## src/rtl/core/rlmf_pkg.sv

```systemverilog
// types, constants and curve tables of the rgb lamp mode and fade controller
// no dependencies; used by every module of the block
package rlmf_pkg;

  // event codes
  localparam logic [1:0] OpTick    = 2'd0;
  localparam logic [1:0] OpPin     = 2'd1;
  localparam logic [1:0] OpTimeout = 2'd2;

  // lamp modes
  localparam logic [3:0] ModeOff      = 4'd0;
  localparam logic [3:0] ModeWarm     = 4'd1;
  localparam logic [3:0] ModeSlowRgb  = 4'd2;
  localparam logic [3:0] ModeSun      = 4'd3;
  localparam logic [3:0] ModeRed      = 4'd4;
  localparam logic [3:0] ModeGreen    = 4'd5;
  localparam logic [3:0] ModeBlue     = 4'd6;
  localparam logic [3:0] ModeYellow   = 4'd7;
  localparam logic [3:0] ModeMagenta  = 4'd8;
  localparam logic [3:0] ModeCyan     = 4'd9;
  localparam logic [3:0] ModeFastRgb  = 4'd10;
  localparam logic [3:0] ModeSlowRgb2 = 4'd11;
  localparam logic [3:0] ModeFastRgb2 = 4'd12;
  localparam logic [3:0] NumModes     = 4'd13;

  // pin bits
  localparam logic [3:0] PinWarm  = 4'b0001;
  localparam logic [3:0] PinRed   = 4'b0010;
  localparam logic [3:0] PinGreen = 4'b0100;
  localparam logic [3:0] PinBlue  = 4'b1000;

  // timebase wraps
  localparam logic [3:0] TickWrap = 4'd10;
  localparam logic [7:0] StepWrap = 8'd252;
  localparam logic [7:0] MidWrap  = 8'd255;
  localparam logic [7:0] SlowWrap = 8'd221;

  // register map
  localparam logic [1:0] AddrEnergyFull  = 2'd0;
  localparam logic [19:0] EnergyFullRst  = 20'd65535;

  localparam int ShortLen = 42;
  localparam int LongLen  = 84;

  localparam logic [7:0] ShortCurve [ShortLen] = '{
    8'd254, 8'd223, 8'd196, 8'd171, 8'd150, 8'd131, 8'd115, 8'd101, 8'd88, 8'd77,
    8'd67, 8'd59, 8'd52, 8'd45, 8'd39, 8'd34, 8'd30, 8'd26, 8'd23, 8'd20,
    8'd17, 8'd15, 8'd13, 8'd11, 8'd10, 8'd8, 8'd7, 8'd6, 8'd5, 8'd5,
    8'd4, 8'd3, 8'd3, 8'd2, 8'd2, 8'd2, 8'd1, 8'd1, 8'd1, 8'd0,
    8'd0, 8'd0
  };

  localparam logic [7:0] LongCurve [LongLen] = '{
    8'd254, 8'd239, 8'd223, 8'd209, 8'd196, 8'd183, 8'd171, 8'd160, 8'd150, 8'd140,
    8'd131, 8'd123, 8'd115, 8'd108, 8'd101, 8'd94, 8'd88, 8'd82, 8'd77, 8'd72,
    8'd67, 8'd63, 8'd59, 8'd55, 8'd52, 8'd48, 8'd45, 8'd42, 8'd39, 8'd37,
    8'd34, 8'd32, 8'd30, 8'd28, 8'd26, 8'd24, 8'd23, 8'd21, 8'd20, 8'd19,
    8'd17, 8'd16, 8'd15, 8'd14, 8'd13, 8'd12, 8'd11, 8'd11, 8'd10, 8'd9,
    8'd8, 8'd8, 8'd7, 8'd7, 8'd6, 8'd6, 8'd5, 8'd5, 8'd5, 8'd4,
    8'd4, 8'd4, 8'd3, 8'd3, 8'd3, 8'd3, 8'd2, 8'd2, 8'd2, 8'd2,
    8'd2, 8'd1, 8'd1, 8'd1, 8'd1, 8'd1, 8'd1, 8'd1, 8'd0, 8'd0,
    8'd0, 8'd0, 8'd0, 8'd0
  };

  typedef struct packed {
    logic [1:0] opcode;
    logic       button_pressed;
    logic       charger_present;
  } in_word_t;

  typedef struct packed {
    logic [3:0] mode_now;
    logic       warm_white_on;
    logic       pwm_active;
    logic       red_drive;
    logic       green_drive;
    logic       blue_drive;
    logic [7:0] duty_red;
    logic [7:0] duty_green;
    logic [7:0] duty_blue;
    logic       charge_led;
    logic       low_energy_flash;
  } out_word_t;

  typedef struct packed {
    logic [7:0] red;
    logic [7:0] green;
    logic [7:0] blue;
  } duty_t;

  typedef struct packed {
    logic [3:0]  mode;
    logic [7:0]  fine_step;
    logic [7:0]  coarse_step;
    logic [3:0]  tick_div;
    logic [7:0]  mid_div;
    logic [7:0]  slow_div;
    logic [20:0] budget;     // two's complement, never below -1
    logic        debouncing;
    logic        charging;
    duty_t       duty;
  } state_t;

  function automatic logic [3:0] mode_cost(input logic [3:0] mode);
    logic [3:0] cost;
    unique case (mode)
      ModeWarm:     cost = 4'd2;
      ModeSlowRgb:  cost = 4'd3;
      ModeSun:      cost = 4'd9;
      ModeRed:      cost = 4'd3;
      ModeGreen:    cost = 4'd2;
      ModeBlue:     cost = 4'd2;
      ModeYellow:   cost = 4'd5;
      ModeMagenta:  cost = 4'd5;
      ModeCyan:     cost = 4'd4;
      ModeFastRgb:  cost = 4'd3;
      ModeSlowRgb2: cost = 4'd1;
      ModeFastRgb2: cost = 4'd1;
      default:      cost = 4'd0;
    endcase
    return cost;
  endfunction

  function automatic logic [3:0] mode_pins(input logic [3:0] mode);
    logic [3:0] pins;
    unique case (mode)
      ModeWarm:    pins = PinWarm;
      ModeSun:     pins = PinWarm | PinRed | PinGreen | PinBlue;
      ModeRed:     pins = PinRed;
      ModeGreen:   pins = PinGreen;
      ModeBlue:    pins = PinBlue;
      ModeYellow:  pins = PinRed | PinGreen;
      ModeMagenta: pins = PinRed | PinBlue;
      ModeCyan:    pins = PinGreen | PinBlue;
      default:     pins = 4'b0000;
    endcase
    return pins;
  endfunction

  function automatic logic is_pwm_mode(input logic [3:0] mode);
    return (mode == ModeSlowRgb) || (mode == ModeFastRgb) ||
           (mode == ModeSlowRgb2) || (mode == ModeFastRgb2);
  endfunction

endpackage

```

## src/rtl/core/rlmf_fade.sv

```systemverilog
// fade curve lookup: next pwm duties from the mode and the animation counters
// depends on rlmf_pkg
module rlmf_fade (
  input  logic [3:0]      mode_i,
  input  logic [7:0]      fine_step_i,
  input  logic [7:0]      coarse_step_i,
  input  rlmf_pkg::duty_t duty_i,
  output rlmf_pkg::duty_t duty_o
);

  logic [7:0] pos;
  logic [2:0] short_seg;
  logic [5:0] short_off;
  logic [1:0] long_seg;
  logic [6:0] long_off;
  logic [7:0] short_fwd, short_rev, long_fwd, long_rev;

  // fast modes run on the fine counter, slow ones on the coarse counter
  assign pos = (mode_i == rlmf_pkg::ModeFastRgb || mode_i == rlmf_pkg::ModeFastRgb2) ?
               fine_step_i : coarse_step_i;

  always_comb begin
    if (pos < 8'(rlmf_pkg::ShortLen)) begin
      short_seg = 3'd0;
      short_off = 6'(pos);
    end else if (pos < 8'(2 * rlmf_pkg::ShortLen)) begin
      short_seg = 3'd1;
      short_off = 6'(pos - 8'(rlmf_pkg::ShortLen));
    end else if (pos < 8'(3 * rlmf_pkg::ShortLen)) begin
      short_seg = 3'd2;
      short_off = 6'(pos - 8'(2 * rlmf_pkg::ShortLen));
    end else if (pos < 8'(4 * rlmf_pkg::ShortLen)) begin
      short_seg = 3'd3;
      short_off = 6'(pos - 8'(3 * rlmf_pkg::ShortLen));
    end else if (pos < 8'(5 * rlmf_pkg::ShortLen)) begin
      short_seg = 3'd4;
      short_off = 6'(pos - 8'(4 * rlmf_pkg::ShortLen));
    end else if (pos < 8'(6 * rlmf_pkg::ShortLen)) begin
      short_seg = 3'd5;
      short_off = 6'(pos - 8'(5 * rlmf_pkg::ShortLen));
    end else begin
      short_seg = 3'd6;
      short_off = 6'd0;
    end
  end

  always_comb begin
    if (pos < 8'(rlmf_pkg::LongLen)) begin
      long_seg = 2'd0;
      long_off = 7'(pos);
    end else if (pos < 8'(2 * rlmf_pkg::LongLen)) begin
      long_seg = 2'd1;
      long_off = 7'(pos - 8'(rlmf_pkg::LongLen));
    end else if (pos < 8'(3 * rlmf_pkg::LongLen)) begin
      long_seg = 2'd2;
      long_off = 7'(pos - 8'(2 * rlmf_pkg::LongLen));
    end else begin
      long_seg = 2'd3;
      long_off = 7'd0;
    end
  end

  assign short_fwd = rlmf_pkg::ShortCurve[short_off];
  assign short_rev = rlmf_pkg::ShortCurve[6'(rlmf_pkg::ShortLen - 1) - short_off];
  assign long_fwd  = rlmf_pkg::LongCurve[long_off];
  assign long_rev  = rlmf_pkg::LongCurve[7'(rlmf_pkg::LongLen - 1) - long_off];

  always_comb begin
    duty_o = duty_i;
    if (mode_i == rlmf_pkg::ModeSlowRgb || mode_i == rlmf_pkg::ModeFastRgb) begin
      case (short_seg)
        3'd0:    duty_o.green = short_rev;
        3'd1:    duty_o.red   = short_fwd;
        3'd2:    duty_o.blue  = short_rev;
        3'd3:    duty_o.green = short_fwd;
        3'd4:    duty_o.red   = short_rev;
        3'd5:    duty_o.blue  = short_fwd;
        default: ;
      endcase
    end else if (mode_i == rlmf_pkg::ModeSlowRgb2 || mode_i == rlmf_pkg::ModeFastRgb2) begin
      case (long_seg)
        2'd0: begin
          duty_o.red   = long_fwd;
          duty_o.green = long_rev;
        end
        2'd1: begin
          duty_o.green = long_fwd;
          duty_o.blue  = long_rev;
        end
        2'd2: begin
          duty_o.red  = long_rev;
          duty_o.blue = long_fwd;
        end
        default: ;
      endcase
    end
  end

endmodule

```

## src/rtl/core/rlmf_step.sv

```systemverilog
// single-pass step logic: event handling, timebase, fade, energy budget, pins
// depends on rlmf_pkg and rlmf_fade
module rlmf_step (
  input  rlmf_pkg::state_t    state_i,
  input  rlmf_pkg::in_word_t  word_i,
  input  logic [19:0]         energy_full_i,
  output rlmf_pkg::state_t    state_o,
  output rlmf_pkg::out_word_t word_o
);

  rlmf_pkg::state_t evt;
  rlmf_pkg::duty_t  duty_fade;
  logic             fire;
  logic             flash;
  logic             pwm;
  logic [3:0]       pins;
  logic [21:0]      diff;

  // event handling and timebase
  always_comb begin
    evt  = state_i;
    fire = 1'b0;
    if (evt.mode >= rlmf_pkg::NumModes) begin
      evt.mode = rlmf_pkg::ModeOff;
    end
    case (word_i.opcode)
      rlmf_pkg::OpTick: begin
        // timer is stopped while off
        if (evt.mode != rlmf_pkg::ModeOff) begin
          evt.tick_div = evt.tick_div + 4'd1;
          if (evt.tick_div == rlmf_pkg::TickWrap) begin
            evt.tick_div  = 4'd0;
            evt.fine_step = evt.fine_step + 8'd1;
            if (evt.fine_step == rlmf_pkg::StepWrap) begin
              evt.fine_step   = 8'd0;
              evt.coarse_step = evt.coarse_step + 8'd1;
              if (evt.coarse_step == rlmf_pkg::StepWrap) begin
                evt.coarse_step = 8'd0;
              end
            end
            evt.mid_div = evt.mid_div + 8'd1;
            if (evt.mid_div == rlmf_pkg::MidWrap) begin
              evt.mid_div  = 8'd0;
              evt.slow_div = evt.slow_div + 8'd1;
              if (evt.slow_div == rlmf_pkg::SlowWrap) begin
                evt.slow_div = 8'd0;
                fire         = 1'b1;
              end
            end
          end
        end
      end
      rlmf_pkg::OpPin: begin
        if (word_i.button_pressed && !evt.debouncing) begin
          evt.mode = (evt.mode == rlmf_pkg::ModeFastRgb2) ? rlmf_pkg::ModeOff :
                     evt.mode + 4'd1;
        end
        evt.charging = word_i.charger_present;
        if (word_i.charger_present) begin
          evt.budget = {1'b0, energy_full_i};
        end
        evt.debouncing = 1'b1;
      end
      rlmf_pkg::OpTimeout: begin
        if (evt.debouncing) begin
          evt.debouncing = 1'b0;
          // long press forces the lamp off
          if (word_i.button_pressed) begin
            evt.mode = rlmf_pkg::ModeOff;
          end
        end
      end
      default: ;
    endcase
  end

  rlmf_fade u_fade (
    .mode_i        (evt.mode),
    .fine_step_i   (evt.fine_step),
    .coarse_step_i (evt.coarse_step),
    .duty_i        (evt.duty),
    .duty_o        (duty_fade)
  );

  // energy budget and outputs
  always_comb begin
    state_o      = evt;
    state_o.duty = duty_fade;
    flash        = 1'b0;
    pins         = rlmf_pkg::mode_pins(evt.mode);
    diff         = {evt.budget[20], evt.budget} -
                   (fire ? {18'd0, rlmf_pkg::mode_cost(evt.mode)} : 22'd0);
    if (evt.mode != rlmf_pkg::ModeOff) begin
      if (diff[21]) begin
        state_o.budget = '1;
        state_o.mode   = rlmf_pkg::ModeOff;
        pins           = rlmf_pkg::PinRed;
        flash          = 1'b1;
      end else begin
        state_o.budget = diff[20:0];
      end
    end
    pwm = !flash && rlmf_pkg::is_pwm_mode(state_o.mode);

    word_o.mode_now         = state_o.mode;
    word_o.warm_white_on    = |(pins & rlmf_pkg::PinWarm);
    word_o.pwm_active       = pwm;
    word_o.red_drive        = pwm ? (duty_fade.red != 8'd0) : |(pins & rlmf_pkg::PinRed);
    word_o.green_drive      = pwm ? (duty_fade.green != 8'd0) : |(pins & rlmf_pkg::PinGreen);
    word_o.blue_drive       = pwm ? (duty_fade.blue != 8'd0) : |(pins & rlmf_pkg::PinBlue);
    word_o.duty_red         = duty_fade.red;
    word_o.duty_green       = duty_fade.green;
    word_o.duty_blue        = duty_fade.blue;
    word_o.charge_led       = evt.charging;
    word_o.low_energy_flash = flash;
  end

endmodule

```

## src/rtl/core/rlmf_cfg.sv

```systemverilog
// apb-style configuration register: energy_full
// depends on rlmf_pkg
module rlmf_cfg (
  input  logic        clk_i,
  input  logic        rst_ni,
  input  logic        psel,
  input  logic        penable,
  input  logic        pwrite,
  input  logic [1:0]  paddr,
  input  logic [31:0] pwdata,
  output logic [31:0] prdata,
  output logic        pready,
  output logic [19:0] energy_full_o
);

  logic [19:0] energy_full_q, energy_full_d;
  logic        wr_hit;

  assign pready = 1'b1;
  assign wr_hit = psel && penable && pwrite && pready && (paddr == rlmf_pkg::AddrEnergyFull);

  assign energy_full_d = wr_hit ? pwdata[19:0] : energy_full_q;

  always_ff @(posedge clk_i or negedge rst_ni) begin
    if (!rst_ni) begin
      energy_full_q <= rlmf_pkg::EnergyFullRst;
    end else begin
      energy_full_q <= energy_full_d;
    end
  end

  assign prdata        = (paddr == rlmf_pkg::AddrEnergyFull) ? {12'd0, energy_full_q} : 32'd0;
  assign energy_full_o = energy_full_q;

endmodule

```

## src/rtl/core/rgb_lamp_mode_fade_controller.sv

```systemverilog
// top level of the rgb plus warm-white lamp mode and fade controller
// depends on rlmf_pkg, rlmf_step, rlmf_cfg
//
//   channel   direction  handshake                      word
//   input     in         in_valid_i / in_ready_o        rlmf_pkg::in_word_t
//   result    out        out_valid_o / out_ready_i      rlmf_pkg::out_word_t
//   config    in/out     psel/penable/pwrite, pready    energy_full at byte address 0
//
// one word per cycle sustained while results are taken; an accepted word sits in
// the input register and passes the step logic (event, timebase, fade lookup,
// budget) into the result register, raising out_valid_o, once that slot is free
// reset clears all lamp state (budget 0, mode off, duties 0), energy_full = 65535
// a stalled result holds; the input register still takes one more word and
// then in_ready_o drops until the result is taken
module rgb_lamp_mode_fade_controller (
  input  logic                clk_i,
  input  logic                rst_ni,
  // input words
  input  logic                in_valid_i,
  output logic                in_ready_o,
  input  rlmf_pkg::in_word_t  in_word_i,
  // result words
  output logic                out_valid_o,
  input  logic                out_ready_i,
  output rlmf_pkg::out_word_t out_word_o,
  // configuration
  input  logic                psel,
  input  logic                penable,
  input  logic                pwrite,
  input  logic [1:0]          paddr,
  input  logic [31:0]         pwdata,
  output logic [31:0]         prdata,
  output logic                pready
);

  logic                in_valid_q, in_valid_d;
  rlmf_pkg::in_word_t  in_word_q;
  logic                out_valid_q, out_valid_d;
  rlmf_pkg::out_word_t out_word_q, out_word_d;
  rlmf_pkg::state_t    state_q, state_d;
  rlmf_pkg::state_t    state_next;
  logic [19:0]         energy_full;
  logic                in_fire;
  logic                advance;

  // --- configuration register ---
  rlmf_cfg u_cfg (
    .clk_i         (clk_i),
    .rst_ni        (rst_ni),
    .psel          (psel),
    .penable       (penable),
    .pwrite        (pwrite),
    .paddr         (paddr),
    .pwdata        (pwdata),
    .prdata        (prdata),
    .pready        (pready),
    .energy_full_o (energy_full)
  );

  // --- handshake ---
  // the registered word moves into the result register whenever that slot
  // is empty or being emptied this cycle
  assign advance    = in_valid_q && (!out_valid_q || out_ready_i);
  assign in_ready_o = !in_valid_q || advance;
  assign in_fire    = in_valid_i && in_ready_o;

  always_comb begin
    in_valid_d = in_valid_q;
    if (in_fire) begin
      in_valid_d = 1'b1;
    end else if (advance) begin
      in_valid_d = 1'b0;
    end
  end

  always_comb begin
    out_valid_d = out_valid_q;
    if (advance) begin
      out_valid_d = 1'b1;
    end else if (out_ready_i) begin
      out_valid_d = 1'b0;
    end
  end

  // --- step logic: all work for one word between the two registers ---
  rlmf_step u_step (
    .state_i       (state_q),
    .word_i        (in_word_q),
    .energy_full_i (energy_full),
    .state_o       (state_next),
    .word_o        (out_word_d)
  );

  // lamp state only moves when its word is handed to the result register
  assign state_d = advance ? state_next : state_q;

  always_ff @(posedge clk_i or negedge rst_ni) begin
    if (!rst_ni) begin
      in_valid_q  <= 1'b0;
      out_valid_q <= 1'b0;
      state_q     <= '0;
    end else begin
      in_valid_q  <= in_valid_d;
      out_valid_q <= out_valid_d;
      state_q     <= state_d;
    end
  end

  // payload registers, no reset needed
  always_ff @(posedge clk_i) begin
    if (in_fire) begin
      in_word_q <= in_word_i;
    end
    if (advance) begin
      out_word_q <= out_word_d;
    end
  end

  assign out_valid_o = out_valid_q;
  assign out_word_o  = out_word_q;

endmodule

```

## config.mk

```make
export PLATFORM = sky130hd
export DESIGN_NAME = rgb_lamp_mode_fade_controller
export DESIGN_NICKNAME = d
export VERILOG_FILES = /design/src/rtl/core/rlmf_pkg.sv /design/src/rtl/core/rlmf_fade.sv /design/src/rtl/core/rlmf_step.sv /design/src/rtl/core/rlmf_cfg.sv /design/src/rtl/core/rgb_lamp_mode_fade_controller.sv
export SDC_FILE = /design/constraint.sdc
export NUM_CORES = 1
export LEC_CHECK = 0
export BUFFER_PORTS_ARGS = -buffer_cell sky130_fd_sc_hd__buf_2
export CAP_MARGIN = 25
export CELL_PAD_IN_SITES_DETAIL_PLACEMENT = 0
export CELL_PAD_IN_SITES_GLOBAL_PLACEMENT = 1
export CORE_MARGIN = 3
export CORE_UTILIZATION = 51
export CTS_BUF_LIST = sky130_fd_sc_hd__clkbuf_16
export CTS_CLUSTER_DIAMETER = 60
export CTS_CLUSTER_SIZE = 20
export DETAILED_ROUTE_END_ITERATION = 8
export GPL_TIMING_DRIVEN = 1
export PLACE_DENSITY_LB_ADDON = 0.25
export SETUP_SLACK_MARGIN = 0.3
export SYNTH_ARGS = -nofsm -noshare
export SYNTH_HDL_FRONTEND = slang
export SYNTH_HIERARCHICAL = 1
export SYNTH_SLANG_ARGS = --single-unit
```

## constraint.sdc

```tcl
create_clock -name clk_i -period 16.3 [get_ports clk_i]
set_input_delay 0.815 -clock clk_i [delete_from_list [all_inputs] [get_ports clk_i]]
set_output_delay 0.815 -clock clk_i [all_outputs]
set_load 0.02 [all_outputs]
```

==> results of run 1 <==
-- per-layer routing --
layer / share of wire / wire [µm]
met4: 0.017 / 766
met3: 0.082 / 3710
met1: 0.46 / 20700
met2: 0.44 / 19800
met5: 0 / 0
-- kinds of logic after synthesis --
family                     count (synthesis)  synth area share
AOI/OAI and AO/OA                        541             0.260
xor gates and xnor gates                  32            0.0209
adders and majority gates                 53            0.0463
buffers and inverters                    233            0.0881
DFF                                      148             0.271
muxes                                    152             0.128
other                                      2          0.000519
and+or+nand+nor                          522             0.185
-- synth_stat cells (24+ instances only) --
| master | number | area share |
|---|---|---|
| a211oi_1 | 35 | 0.018 |
| a21oi_1 | 92 | 0.032 |
| a31oi_1 | 31 | 0.013 |
| and2_1 | 37 | 0.016 |
| buf_2 | 24 | 0.0083 |
| buf_4 | 82 | 0.043 |
| clkbuf_1 | 68 | 0.018 |
| dfrtp_1 | 93 | 0.16 |
| edfxtp_1 | 39 | 0.081 |
| ha_1 | 52 | 0.045 |
| inv_1 | 47 | 0.012 |
| mux2_2 | 77 | 0.060 |
| mux2_4 | 40 | 0.041 |
| mux2i_1 | 31 | 0.021 |
| nand2_1 | 154 | 0.040 |
| nand3_1 | 57 | 0.020 |
| nor2_1 | 85 | 0.022 |
| nor3_1 | 46 | 0.016 |
| nor4_1 | 24 | 0.010 |
| o211ai_1 | 37 | 0.019 |
| o21ai_0 | 113 | 0.039 |
-- sequential cells by signal, indices dropped and copies added (netlist names) --
| signal | count |
|---|---|
| state_q | 87 |
| out_word_o | 35 |
| u_cfg/energy_full_o | 20 |
| in_word_q | 4 |
| in_valid_q | 1 |
| out_valid_o | 1 |
-- area by class of cell --
cell class	count	area, µm²	share of cell area
Clock buffer	18	450	0.0295
Clock inverter	14	178	0.0116
Inverter	52	195	0.0128
Multi-Input combinational cell	1313	9360	0.613
Sequential cell	148	3920	0.257
Tap cell	378	473	0.0310
Timing Repair Buffer	123	701	0.0459
-- worst max-delay path: cells and delay by family, from the launching register on --
kind                       cells  cell delay [ns]
and+or+nand+nor               11             3.05
AOI/OAI and AO/OA              7             2.22
buffers and inverters          5             1.15
DFF                            1             0.49
muxes                          5             2.20
adders and majority gates      3             0.86
-- worst paths after layout --
path	from	endpoint	slack [ns]	depth (start not counted)
max	state_q[85]	out_word_o[28]	6.05	31
min	rst_ni	state_q[57]	0.37	1
max reg2reg	state_q[85]	out_word_o[28]	6.05	31
min reg2reg	state_q[45]	state_q[45]	0.51	1
max in group asynchronous	rst_ni	state_q[16]	14.62	2
min in group clk_i	state_q[45]	state_q[45]	0.51	1
-- through the flow --
stage | cells | area, µm² | hold WS (ns)
2_1_floorplan | 1694 | 14500 | 0.477
3_3_place_gp | 2013 | 14600 | 0.486
3_5_place_dp | 2013 | 14600 | 0.492
4_1_cts | 2045 | 15300 | 0.392
5_1_grt | 2046 | 15300 | 0.408
6_report | 2046 | 15300 | 0.367
-- power groups by stage --
stage	sequential, mW	combinational [mW]	clock, mW
2_1_floorplan	0.567	0.392	0
3_3_place_gp	0.560	0.468	0
3_5_place_dp	0.564	0.476	0
4_1_cts	0.559	0.480	0.434
5_1_grt	0.573	0.529	0.448
6_report	0.561	0.482	0.426
==> flow_summary_export.csv, run 1 <==
group,metric,value,unit
timing,rsz0062_at_grt,"false",
setup_path,crit_required,16.48,ns
clock_tree,cts_buffer_depth,2,
timing,setup_ws,6.05,ns
timing,timing.fmax,97.6,MHz
global_route,grt_use_met2,0.435,
detailed_routing,remaining_drc_errors,0,
logic_synthesis,synthArstFlopShare,0.736,
timing,slew_headroom,0.279,
placement,numPortBuffers,89,
clock_tree,clk_pin_slew,0.07,ns
logic_synthesis,synth_ff_type,"dfrtp_1",
global_route,grt_busiest_layer,"met2",
logic_synthesis,synth-edff-count,39,
timing,fin_setup_tns,0,ns
detailed_routing,vias_per_cell,6.64,
flow_run,drv_cap,0,
placement,place_congestion,0.963,
floorplanning,dieArea,30400,µm²
layout,nFillCells,2603,
clock_tree,htreeDepth,4,
detailed_routing,ant_nets,0,
logic_synthesis,syn_avg_cell_area,8.60,µm²
detailed_routing,dr.pass1.iters,6,
min_path,hp-class,"input pin to asynchronous set/reset pin",
power_and_ir_drop,p_leak,6.15,nW
global_route,antenna_found_initial,0,
logic_synthesis,synth_seq_cells,148,
power_and_ir_drop,power_frac_comb,0.328,
placement,place_hpwl,31.3,mm
power_and_ir_drop,clock_power_share,0.290,
timing,maxSlewViolCount,0,
detailed_routing,wl_per_cell,22.0,µm
global_route,overflow,0,
setup_path,crit_arrival,10.44,ns
global_route,grt_max_degree,71,
global_route,grt_pass1_wl,71.3,mm
layout,fin_util,0.548,
setup_path,worst_setup_path_start_kind,"register",
timing,setup_viol,0,
timing,post-route-period-util,0.629,
detailed_routing,vias,13600,
floorplanning,core-area,27900,µm²
floorplanning,die_height,174,µm
clock_tree,cts_buffers,17,
timing,hold_viol,0,
layout,layout_commonest_cell,"nand2_1",
detailed_routing,drtIter0Drc,1640,
logic_synthesis,syn_inst,1683,
setup_path,worstPathMaxFanout,24,
placement,pre_cts_slack,6.37,ns
floorplanning,num_io_pins,115,
clock_tree,ctsResizeCount,0,
timing,fin_worst_skew,0.0197,ns
global_route,grt_util_all_layers,0.287,
setup_path,path_class,"register to register",
layout,layout_common_cells,"154 x nand2_1, 113 x o21ai_0, 93 x dfrtp_1",
layout,syn_to_final_growth,5.48,%
power_and_ir_drop,power.total,1.47,mW
clock_tree,clkLatencyLatePin,0.44,ns
global_route,grt_pass1_vias,12700,
clock_tree,clockRootBuffer,"clkbuf_16",
logic_synthesis,ys_types,105,
power_and_ir_drop,powerDensity,96.2,nW/µm²
power_and_ir_drop,p_seq_frac,0.382,
setup_path,slowest_stage,"a21oi_2",
power_and_ir_drop,switching_share,0.364,
floorplanning,start_util,0.520,
power_and_ir_drop,peakVddDrop,0.0915,mV
floorplanning,rows,61,
global_route,use_met1,0.433,
clock_tree,cts_tree,"yes",
layout,nets,1753,
global_route,met3_usage,0.0419,
logic_synthesis,yosysWarnings,6,
timing,fin_crit,10.25,ns
clock_tree,cts_sinks,148,
setup_path,worst_setup_path_end_kind,"register",
clock_tree,cts_setup_buffers,0,
clock_tree,cts_hold_buf,0,
logic_synthesis,ys_seq_area_frac,0.271,
logic_synthesis,syn_area,14500,µm²
timing,tightest_slew,1.08,ns
power_and_ir_drop,p_int,0.935,mW
layout,drive_gt1_frac,0.202,
setup_path,max_stage_delay,0.67,ns
detailed_routing,drt-total-wl,45.0,mm
floorplanning,die_w,174,µm
power_and_ir_drop,p_sw,0.534,mW
layout,diodes,0,
status,outcome,"complete, no violations",
(Power assumes the default switching activity.)
==> run 2: changes to the inputs <==
--- a/config.mk
+++ b/config.mk
@@ -10,7 +10,7 @@
 export CELL_PAD_IN_SITES_DETAIL_PLACEMENT = 0
 export CELL_PAD_IN_SITES_GLOBAL_PLACEMENT = 1
 export CORE_MARGIN = 3
-export CORE_UTILIZATION = 51
+export CORE_UTILIZATION = 43
 export CTS_BUF_LIST = sky130_fd_sc_hd__clkbuf_16
 export CTS_CLUSTER_DIAMETER = 60
 export CTS_CLUSTER_SIZE = 20
==> constraint.sdc (replaced) <==
create_clock -name clk_i -period 9.2 [get_ports clk_i]
set_input_delay 0.46 -clock clk_i [delete_from_list [all_inputs] [get_ports clk_i]]
set_output_delay 0.46 -clock clk_i [all_outputs]
set_load 0.02 [all_outputs]
==> run 2 against run 1 <==
Die area increased by 18%; largest power group unchanged; total power increased by 74%; combinational power increased by 81%; global-route usage decreased by 3.0 points; critical path type unchanged; largest cell class unchanged; sequential share of layout area decreased by 0.43 points; first-iteration DRC count decreased by 7.7%.
==> flow_summary_export.csv, run 2 (synthesized netlist as in run 1, its figures left out) <==
group,metric,value,unit
setup_path,max_stage_delay,0.50,ns
timing,setup_viol,0,
flow_run,drv_cap,0,
setup_path,worstPathMaxFanout,13,
status,outcome,"complete, no violations",
layout,final_area,15500,µm²
power_and_ir_drop,power_frac_comb,0.342,
placement,pre_cts_slack,0.563,ns
setup_path,path_class,"register to register",
layout,multi_input_area,9420,µm²
clock_tree,cts_buffer_depth,2,
timing,timing.fmax,121,MHz
global_route,overflow,0,
power_and_ir_drop,p_seq_frac,0.390,
global_route,grt_util_all_layers,0.257,
timing,post-route-period-util,0.901,
detailed_routing,drtIter0Drc,1513,
min_path,hp-class,"input pin to asynchronous set/reset pin",
power_and_ir_drop,powerDensity,164,nW/µm²
power_and_ir_drop,p_int,1.63,mW
floorplanning,dieArea,35900,µm²
timing,slew_headroom,0.369,
detailed_routing,dr.pass1.iters,5,
setup_path,slowest_stage,"mux2i_2",
layout,nets,1776,
clock_tree,clockRootBuffer,"clkbuf_16",
power_and_ir_drop,clock_power_share,0.268,
timing,maxSlewViolCount,0,
placement,placed_cell_area,14900,µm²
floorplanning,die_height,189,µm
power_and_ir_drop,p_sw,0.920,mW
layout,largest_reg_flops,87,
timing,hold_viol,0,
setup_path,rr_worst_depth,32,
timing,whs,0.0434,ns
layout,syn_to_final_growth,7.28,%
power_and_ir_drop,switching_share,0.361,
setup_path,worst_setup_path_start_kind,"register",
floorplanning,rows,66,
clock_tree,cts_buffers,17,
global_route,grt_pass1_wl,74.3,mm
clock_tree,cts_sinks,148,
setup_path,crit_required,9.39,ns
layout,drive_gt1_frac,0.220,
timing,fin_worst_skew,0.0106,ns
clock_tree,clkLatencyLatePin,0.45,ns
detailed_routing,vias,13700,
detailed_routing,ant_nets,0,
clock_tree,htreeDepth,4,
detailed_routing,vias_per_cell,6.42,
layout,layout_common_cells,"154 x nand2_1, 113 x o21ai_0, 93 x dfrtp_1",
timing,setup_ws,0.907,ns
floorplanning,num_io_pins,115,
global_route,antenna_found_initial,0,
detailed_routing,drt-total-wl,46.8,mm
global_route,grt_max_degree,62,
setup_path,worst_setup_path_end_kind,"register",
floorplanning,die_w,189,µm
floorplanning,start_util,0.440,
layout,fin_util,0.473,
layout,nFillCells,3269,
layout,diodes,0,
placement,place_hpwl,33.5,mm
layout,layout_commonest_cell,"nand2_1",
power_and_ir_drop,p_leak,6.24,nW
clock_tree,cts_tree,"yes",
placement,place_congestion,0.962,
floorplanning,core-area,32900,µm²
timing,rsz0062_at_grt,"false",
placement,numPortBuffers,89,
detailed_routing,wl_per_cell,21.9,µm
power_and_ir_drop,peakVddDrop,0.162,mV
setup_path,crit_arrival,8.48,ns
layout,regArea,3920,µm²
clock_tree,clk_pin_slew,0.06,ns
timing,fin_crit,8.29,ns
timing,tightest_slew,0.940,ns
global_route,grt_pass1_vias,12900,
detailed_routing,remaining_drc_errors,0,
layout,largest-register,"state_q",
timing,fin_setup_tns,0,ns
==> run 2: power groups by stage <==
stage                     Combinational, mW  Sequential (mW)  Clock [mW]
after global placement                0.839            0.997           0
after floorplan                       0.695             1.01           0
after detailed placement              0.851             1.00           0
final                                 0.872            0.994       0.685
after CTS                             0.860            0.992       0.700
after global routing                  0.957             1.02       0.728
==> run 2: metal layers <==
metal	wire, µm	up-vias	GRT usage
li1	-	6328	-
met3	3390	76	0.0413
met1	21900	6699	0.383
met2	20300	593	0.381
met4	1160	0	0.0796
met5	0	-	0
==> run 2: repair_timing <==
item,CTS,global route
hold buffers,0,0
setup endpoints to repair,0,7
buffers inserted,0,0
gates resized for setup,0,13
==> run 2: final timing paths <==
check,start,endpoint,slack [ns]
max,state_q[85],out_word_o[28],0.91
min,rst_ni,state_q[58],0.04
max reg2reg,state_q[85],out_word_o[28],0.91
min reg2reg,state_q[26],state_q[26],0.50
max in group asynchronous,rst_ni,state_q[9],7.86
min in group clk_i,in_word_i[0],in_word_q[0],0.20
==> run 2: worst max-delay path, delay by kind of cell (launching register included) <==
| family | cells | cell delay [ns] |
|---|---|---|
| XOR/XNOR | 1 | 0.24 |
| buffers and inverters | 6 | 1.04 |
| adder cells (fa/ha/maj) | 3 | 0.78 |
| multiplexers | 4 | 1.48 |
| AO/OA/AOI/OAI | 8 | 2.00 |
| flip-flops | 1 | 0.49 |
| AND/OR/NAND/NOR | 10 | 1.98 |
==> run 2: cell type report <==
cell class / count / area share
clock buffers: 17 / 0.0274
clock inverters: 15 / 0.00926
repair buffers: 146 / 0.0562
well taps: 442 / 0.0356
multi-input cells: 1313 / 0.606
inverters: 52 / 0.0128
flip-flops and latches: 148 / 0.252
==> run 2: metrics by stage <==
step / power (mW) / cells
CTS: 2.55 / 2131
global placement: 1.84 / 2099
detailed placement: 1.85 / 2099
global route: 2.70 / 2133
finish: 2.55 / 2133
floorplan: 1.70 / 1694
==> run 3: changes to the inputs <==
--- a/config.mk
+++ b/config.mk
@@ -10,7 +10,7 @@
 export CELL_PAD_IN_SITES_DETAIL_PLACEMENT = 0
 export CELL_PAD_IN_SITES_GLOBAL_PLACEMENT = 1
 export CORE_MARGIN = 3
-export CORE_UTILIZATION = 43
+export CORE_UTILIZATION = 42
 export CTS_BUF_LIST = sky130_fd_sc_hd__clkbuf_16
 export CTS_CLUSTER_DIAMETER = 60
 export CTS_CLUSTER_SIZE = 20
@@ -20,5 +20,4 @@
 export SETUP_SLACK_MARGIN = 0.3
 export SYNTH_ARGS = -nofsm -noshare
 export SYNTH_HDL_FRONTEND = slang
-export SYNTH_HIERARCHICAL = 1
 export SYNTH_SLANG_ARGS = --single-unit
==> run 3 against run 2 <==
Combinational power shrank 31%; clock-buffer cell count unchanged; sequential power down 7.0%; synthesized area shrank 0.46%; clock power is 0.7% higher; critical path depth shrank 2; final area rose by 2.5%.
==> flow_summary_export.csv, run 3 <==
group,metric,value,unit
layout,final_area,15900,µm²
layout,syn_to_final_growth,10.4,%
logic_synthesis,synth_ff_type,"dfrtp_1",
power_and_ir_drop,peakVddDrop,0.178,mV
logic_synthesis,yosysMostFrequentCell,"nand2_1",
setup_path,slowest_stage,"a211oi_1",
clock_tree,cts_buffer_depth,2,
setup_path,crit_required,9.48,ns
clock_tree,clockRootBuffer,"clkbuf_16",
detailed_routing,wl_per_cell,22.1,µm
timing,maxSlewViolCount,0,
layout,largest-register,"state_q",
logic_synthesis,synth-adder-area-share,0.0491,
logic_synthesis,synth_top_family_by_area,"compound AO/OA/AOI/OAI gates",
logic_synthesis,ys_types,133,
logic_synthesis,synthArstFlopShare,0.736,
global_route,grt_util_all_layers,0.271,
floorplanning,num_io_pins,115,
logic_synthesis,synth-edff-count,39,
timing,tightest_slew,1.06,ns
clock_tree,clkLatencyLatePin,0.45,ns
logic_synthesis,syn_area,14400,µm²
setup_path,crit_arrival,8.74,ns
detailed_routing,drtIter0Drc,1681,
logic_synthesis,synth_area_leaders,"dfrtp_1 16%, edfxtp_1 8.1%, nand2_1 6.5%",
clock_tree,cts_tree,"yes",
global_route,antenna_found_initial,3,
clock_tree,htreeDepth,4,
clock_tree,clk_pin_slew,0.07,ns
setup_path,max_stage_delay,0.80,ns
placement,numPortBuffers,89,
clock_tree,cts_sinks,148,
logic_synthesis,ys_top_cells_by_count,"248 x nand2_1, 123 x nor2_1, 107 x o21ai_0",
global_route,grt_pass1_wl,78.0,mm
logic_synthesis,synth_seq_cells,148,
timing,fin_worst_skew,0.0105,ns
logic_synthesis,syn_avg_cell_area,8.21,µm²
detailed_routing,ant_nets,0,
logic_synthesis,syn_inst,1756,
logic_synthesis,synth_compound_area_frac,0.309,
logic_synthesis,yosysWarnings,0,
placement,place_congestion,0.979,
layout,layout_commonest_cell,"nand2_1",
layout,largest_reg_flops,87,
layout,nets,1919,
logic_synthesis,synth-xor-area-share,0.0156,
floorplanning,die_w,191,µm
layout,layout_common_cells,"247 x nand2_1, 123 x nor2_1, 107 x o21ai_0",
placement,place_hpwl,36.1,mm
timing,timing.fmax,118,MHz
setup_path,cp_common_cell,"nand2_1",
timing,fin_setup_tns,0,ns
clock_tree,cts_setup_buffers,0,
global_route,overflow,0,
power_and_ir_drop,powerDensity,139,nW/µm²
timing,setup_viol,0,
layout,drive_gt1_frac,0.183,
clock_tree,cts_buffers,17,
timing,whs,0.187,ns
global_route,grt_max_degree,80,
floorplanning,die_height,191,µm
setup_path,worstPathMaxFanout,21,
timing,slew_headroom,0.290,
logic_synthesis,yosysTopAreaCellShare,0.161,
detailed_routing,vias,14700,
timing,post-route-period-util,0.919,
logic_synthesis,yosys.area.top_type,"dfrtp_1",
flow_run,drv_cap,0,
placement,placed_cell_area,15300,µm²
floorplanning,start_util,0.428,
global_route,grt_pass1_vias,13500,
logic_synthesis,yosys.area_share.simple,0.235,
floorplanning,rows,67,
detailed_routing,drt-total-wl,50.3,mm
timing,rsz0062_at_grt,"false",
setup_path,worst_setup_path_end_kind,"register",
setup_path,worst_setup_path_start_kind,"register",
logic_synthesis,ys_seq_area_frac,0.272,
timing,hold_viol,0,
timing,fin_crit,8.46,ns
floorplanning,dieArea,36600,µm²
detailed_routing,remaining_drc_errors,0,
layout,nFillCells,3382,
logic_synthesis,synthMuxAreaShare,0.0669,
min_path,hp-class,"input pin to register",
floorplanning,core-area,33700,µm²
detailed_routing,vias_per_cell,6.45,
power_and_ir_drop,p_leak,6.49,nW
setup_path,path_class,"register to register",
detailed_routing,dr.pass1.iters,7,
status,outcome,"complete, no violations",
run 3: cell types whose count changed in the layout (fill, tap and decap cells not counted), sizes merged, moves of 19 or more:
cell    previous run  this run
nor2              88       129
o21ai            116       135
a221oi            21        40
mux2             117        42
nand2            155       251
run 3: timing repair:
item                       in CTS  in global routing
hold buffers                    1                  0
hold endpoints to repair       14                  0
setup endpoints to repair       0                  7
gates resized for setup         0                  4
run 3: cell type report:
cell class	count	area [µm²]	area share
well taps	448	561	0.0352
diodes	1	2.50	0.000157
inverters	44	169	0.0106
repair buffers	145	867	0.0545
clock buffers	17	425	0.0267
clock inverters	15	129	0.00810
flip-flops and latches	148	3920	0.246
multi-input cells	1462	9840	0.618
run 3: logic make-up after synthesis:
family / Yosys count
buf+inv: 158
other cells: 2
simple gates: 696
mux: 84
compound gates: 591
xor+xnor: 21
flops: 148
fa+ha+maj: 56
run 3: through the flow:
step | cells | setup slack [ns] | util | power [mW]
6_report | 2280 | 0.741 | 0.472 | 2.21
5_1_grt | 2279 | 0.308 | 0.472 | 2.34
4_1_cts | 2277 | 0.802 | 0.471 | 2.23
3_5_place_dp | 2244 | 0.908 | 0.454 | 1.53
3_3_place_gp | 2243 | 0.821 | 0.454 | 1.52
2_1_floorplan | 1767 | 2.05 | - | 1.32
run 3: worst max-delay path, delay by kind of cell, from the launching register on:
kind | cells | cell delay [ns]
flip-flops | 1 | 0.56
AO/OA/AOI/OAI | 10 | 3.16
AND/OR/NAND/NOR | 9 | 1.38
adder cells (fa/ha/maj) | 4 | 1.42
multiplexers | 2 | 0.84
buffers and inverters | 5 | 0.89
run 3: worst paths after layout:
kind                                   to  cells after the start    startpoint  slack, ns
min reg2reg                   state_q[30]                      2   state_q[30]       0.47
max                        out_word_o[28]                     30   state_q[85]       0.74
max reg2reg                out_word_o[28]                     30   state_q[85]       0.74
max in group asynchronous      state_q[9]                      4        rst_ni       7.22
min in group asynchronous     state_q[57]                      2        rst_ni       0.41
min                          in_word_q[3]                      1  in_word_i[3]       0.19
run 3: per-layer routing:
layer	routed length, µm	share of wire	global-route usage	vias to the layer above
li1	-	-	-	6824
met1	22200	0.44	0.383	7115
met2	22300	0.44	0.407	664
met3	4190	0.083	0.0598	113
met4	1620	0.032	0.0962	0
met5	0	0	0	-
run 3: power by group:
part | internal, mW | leakage [nW] | switching, mW
Combinational | 0.235 | 4.43 | 0.365
Sequential | 0.818 | 1.79 | 0.106
Clock | 0.374 | 0.269 | 0.316
